**config.mk**
```make
export PLATFORM = sky130hd
export DESIGN_NAME = fpa_div_cell
export DESIGN_NICKNAME = d
export VERILOG_FILES = /design/src/design/fpa_pkg.sv /design/src/design/fpa_div_cell.sv
export SDC_FILE = /design/constraint.sdc
export NUM_CORES = 1
export LEC_CHECK = 0
export BUFFER_PORTS_ARGS = -buffer_cell sky130_fd_sc_hd__buf_2
export CAP_MARGIN = 20
export CORE_ASPECT_RATIO = 1.25
export CORE_MARGIN = 3
export CORE_UTILIZATION = 40
export CTS_CLUSTER_DIAMETER = 40
export CTS_CLUSTER_SIZE = 30
export DETAILED_ROUTE_END_ITERATION = 8
export GPL_ROUTABILITY_DRIVEN = 0
export PLACE_DENSITY = 0.74
export SLEW_MARGIN = 20
export SYNTH_ARGS = -nofsm -noshare
export SYNTH_HDL_FRONTEND = slang
export SYNTH_SLANG_ARGS = --single-unit
```
**constraint.sdc**
```tcl
create_clock -name clk -period 3.4 [get_ports clk]
set_input_delay 0.51 -clock clk [delete_from_list [all_inputs] [get_ports clk]]
set_output_delay 0.51 -clock clk [all_outputs]
set_load 0.005 [all_outputs]
```
**src/design/fpa_pkg.sv**
```systemverilog
package fpa_pkg;

  // Fixed-point format of the operands and results.
  localparam int DATA_WIDTH = 32;
  localparam int FRAC_BITS  = 8;

  // Divider numerator width, which is also the number of quotient bits.
  localparam int NUM_WIDTH  = DATA_WIDTH + FRAC_BITS;
  // Working width for results before saturation.
  localparam int WIDE_WIDTH = 2 * DATA_WIDTH + 2;

  localparam logic signed [WIDE_WIDTH-1:0] MAX_WIDE =
    {{(WIDE_WIDTH-DATA_WIDTH+1){1'b0}}, {(DATA_WIDTH-1){1'b1}}};
  localparam logic signed [WIDE_WIDTH-1:0] MIN_WIDE =
    {{(WIDE_WIDTH-DATA_WIDTH+1){1'b1}}, {(DATA_WIDTH-1){1'b0}}};

  typedef enum logic [3:0] {
    OP_ADD      = 4'd0,
    OP_SUB      = 4'd1,
    OP_MUL      = 4'd2,
    OP_DIV      = 4'd3,
    OP_LT       = 4'd4,
    OP_GT       = 4'd5,
    OP_LE       = 4'd6,
    OP_GE       = 4'd7,
    OP_EQ       = 4'd8,
    OP_NE       = 4'd9,
    OP_MIN      = 4'd10,
    OP_MAX      = 4'd11,
    OP_INC      = 4'd12,
    OP_DEC      = 4'd13,
    OP_FROM_INT = 4'd14,
    OP_TO_INT   = 4'd15
  } op_t;

  typedef enum logic [1:0] {
    ST_OK       = 2'd0,
    ST_OVERFLOW = 2'd1,
    ST_DIV_ZERO = 2'd2
  } status_t;

  typedef struct packed {
    logic [DATA_WIDTH-1:0] val;
    logic                  ovf;
  } sat_t;

  // Item state carried along the divider chain.
  typedef struct packed {
    logic                  is_div;
    logic                  neg;
    logic                  div_zero;
    logic [DATA_WIDTH-1:0] res;
    logic                  cmp;
    status_t               st;
    logic [NUM_WIDTH-1:0]  num;
    logic [DATA_WIDTH-1:0] den;
    logic [DATA_WIDTH-1:0] rem;
    logic [NUM_WIDTH-1:0]  quo;
  } div_pl_t;

  // Clamp a wide signed value to the signed DATA_WIDTH range.
  function automatic sat_t saturate(input logic signed [WIDE_WIDTH-1:0] v);
    sat_t s;
    s.val = v[DATA_WIDTH-1:0];
    s.ovf = 1'b0;
    if (v > MAX_WIDE) begin
      s.val = MAX_WIDE[DATA_WIDTH-1:0];
      s.ovf = 1'b1;
    end else if (v < MIN_WIDE) begin
      s.val = MIN_WIDE[DATA_WIDTH-1:0];
      s.ovf = 1'b1;
    end
    return s;
  endfunction

endpackage

```
**src/design/fpa_div_cell.sv**
```systemverilog
module fpa_div_cell (
  input  logic            clk,
  input  logic            rst,
  input  logic            en,
  input  logic            in_valid,
  input  fpa_pkg::div_pl_t in_pl,
  output logic            out_valid,
  output fpa_pkg::div_pl_t out_pl
);

  logic [fpa_pkg::DATA_WIDTH:0] trial;
  logic                         fits;
  fpa_pkg::div_pl_t             pl_next;

  // One restoring step: bring down the next numerator bit and try the divisor.
  always_comb begin
    trial   = {in_pl.rem, in_pl.num[fpa_pkg::NUM_WIDTH-1]};
    fits    = trial >= {1'b0, in_pl.den};
    pl_next = in_pl;
    pl_next.num = {in_pl.num[fpa_pkg::NUM_WIDTH-2:0], 1'b0};
    pl_next.quo = {in_pl.quo[fpa_pkg::NUM_WIDTH-2:0], fits};
    if (fits) begin
      pl_next.rem = fpa_pkg::DATA_WIDTH'(trial - {1'b0, in_pl.den});
    end else begin
      pl_next.rem = trial[fpa_pkg::DATA_WIDTH-1:0];
    end
  end

  always_ff @(posedge clk) begin
    if (rst) begin
      out_valid <= 1'b0;
    end else if (en) begin
      out_valid <= in_valid;
    end
  end

  always_ff @(posedge clk) begin
    if (en) begin
      out_pl <= pl_next;
    end
  end

endmodule

```
==> out/metrics.cfg <==
[synthesis]
yosys.area.top_type = edfxtp_1
syn_nets = 748
ys_seq_area_share_pct = 70.96
synth_top_cell_area_share_pct = 70.70
ys_types = 49
syn_avg_cell_area_um2 = 14.53
ys.flop_type = edfxtp_1
yosys-top-cells-area = edfxtp_1 71%, ha_1 5.2%, a21oi_1 3.5%
syn_area_um2 = 7687
synth_warnings = 0
syn_inst = 529
synth_seq_cells = 182
async_flop_share_pct = 0
synth_edf_count = 181

[timing]
relSlewSlack_pct = 40.90
worst_slew_pin_slew_ps = 886.6
fin_ws_ps = 263.2
period_share_pct = 92.26
fmax_ghz = 0.3188
slew_violations = 0
hold_viol_final = 0
rsz0062_at_grt = no
whs_ps = 236.1
fin_crit_ps = 3137
fin_skew_ps = 0
final-setup-viol-count = 0

[critical_path]
cp.required_ps = 3580
cp_max_fo = 2
timing.rr.end = out_valid$_SDFFE_PP0P_
r2r_cells = 2
crit_arrival_ps = 3320
criticalPathCategory = in -> reg
rrSetupSlack_ps = 2790
r2r_start = out_valid$_SDFFE_PP0P_
startpoint_type = input port
endpoint_kind = flop

[clock_network]
cts_resized = 0
cts_made_buffers = 17
clock-root-buffer = clkbuf_16
cts_num_sinks = 182
h-tree-depth = 4
cts_hold_buf = 0
cts_setup_buffers = 0
tritoncts = built
clock_path_buffers = 2
clkLatencyLatePin_ps = 420
clk_pin_slew_ps = 80

[die]
core_area_um2 = 18850
die_x_um = 130.0
rows = 56
start_util_pct = 40.79
pin_count = 369
dieArea_um2 = 20930
die_h_um = 161.0

[route]
route.detailed.drc = 0
drt_pass1_iterations = 6
vias = 5817
viasPerCell = 4.959
wl_per_cell_um = 18.53
ant_nets = 0
drt_wl_total_mm = 21.73
drt_iter0_drc = 375

[min_path]
worstHoldStart = rst
hold_path.class = in -> reg
whs_endpoint = out_valid$_SDFFE_PP0P_
min_delay_path_depth = 2

[place]
dp.final_hpwl_mm = 17.16
port_buffers = 366
pre_cts_ws_ps = -176.5
placedCellCount = 1141

[pwr]
p_per_area_nw_per_um2 = 526.9
p_leak_nw = 4.718
ir_drop_v = 0.0003227

[finish]
drive_gt1_share_pct = 46.91
multi_input_area_um2 = 2003
regArea_um2 = 5455
final_cell_mix = 365 x buf_2, 181 x edfxtp_1, 54 x a21oi_1
final_core_util_pct = 56.00
fill_cells = 1589
nets = 1147
final_common_cell = buf_2
instances_no_fill = 1173
syn_to_final_growth_pct = 37.30

[flow_run]
cap_violations = 0

[grt]
grt_pass1_wl_mm = 31.62
grt_pass1_vias = 5849
track_usage_pct = 19.99
antenna_found_initial = 2
grt_max_degree = 89
grt_overflow = 0

[outcome]
status = finished clean

## routing by layer
metal / GRT usage [%] / part of all wire, %
met3: 6.682 / 8.7
met5: 0 / 0.032
met2: 36.53 / 54
met1: 21.57 / 36
met4: 6.144 / 1.9
## sequential cells by signal (all words and copies together), names as in the netlist
name	count
out_pl	181
out_valid	1
## synthesized netlist by cell type (5+ instances only)
cell and number:
edfxtp_1 181, a21oi_1 54, inv_1 38, nor2_1 37, ha_1 32, nand2_1 27
o21ai_0 16, xnor2_1 16, a21o_1 12, xor2_1 11, buf_2 8, nand3_1 8
nand4_1 7, mux2_2 6, o21a_1 6, a31oi_1 5, clkbuf_1 5
## worst max-delay path by stage
stage,startpoint,to,slack (ps),cells past startpoint
after floorplan,in_pl[79],out_pl[53]$_DFFE_PP_,120,12
after global placement,in_pl[143],out_pl[66]$_DFFE_PP_,-110,14
after detailed placement,in_pl[72],out_pl[70]$_DFFE_PP_,-180,12
after CTS,in_pl[72],out_pl[70]$_DFFE_PP_,280,12
after global routing,in_pl[72],out_pl[66]$_DFFE_PP_,40,13
final,in_pl[72],out_pl[66]$_DFFE_PP_,260,13
## through the flow
stage,TNS [ps],power (mW),cell area [um2]
5_1_grt,0,5.805,10550
6_report,0,5.561,10560
3_3_place_gp,-214.6,3.710,9987
2_1_floorplan,0,3.217,7687
3_5_place_dp,-348.8,3.732,9987
4_1_cts,0,5.611,10550
## critical path: stages
cell	delay [ps]
buf_2	110
ha_1	220
fa_1	410
nand2b_1	180
a21oi_1	150
o21ai_0	150
o311a_1	360
a31oi_1	310
a21oi_1	170
buf_4	170
o21ai_0	190
xor2_1	90
mux2_1	290
## area by class of cell
class                   count  area share [%]
inverters                  38           1.351
repair buffers            398           19.93
well taps                 232           2.750
diodes                      1         0.02371
flip-flops and latches    182           51.68
clock inverters            14           1.257
multi-input cells         291           18.98
clock buffers              17           4.030
## logic make-up after synthesis
family                     after synthesis  synth area share (%)
AOI/OAI and AO/OA                      118                 9.570
xor gates and xnor gates                27                 3.076
adders and majority gates               33                 5.469
buffers and inverters                   56                 3.076
DFF                                    182                 70.96
muxes                                   13                 1.855
other                                    1               0.04878
and+or+nand+nor                         99                 5.941
## power breakdown
part,total (mW),internal [mW],switching [mW]
Combinational,0.921,0.434,0.486
Sequential,2.77,2.71,0.0507
Clock,1.88,0.967,0.909
No activity file was read; power rests on OpenSTA's default activity.
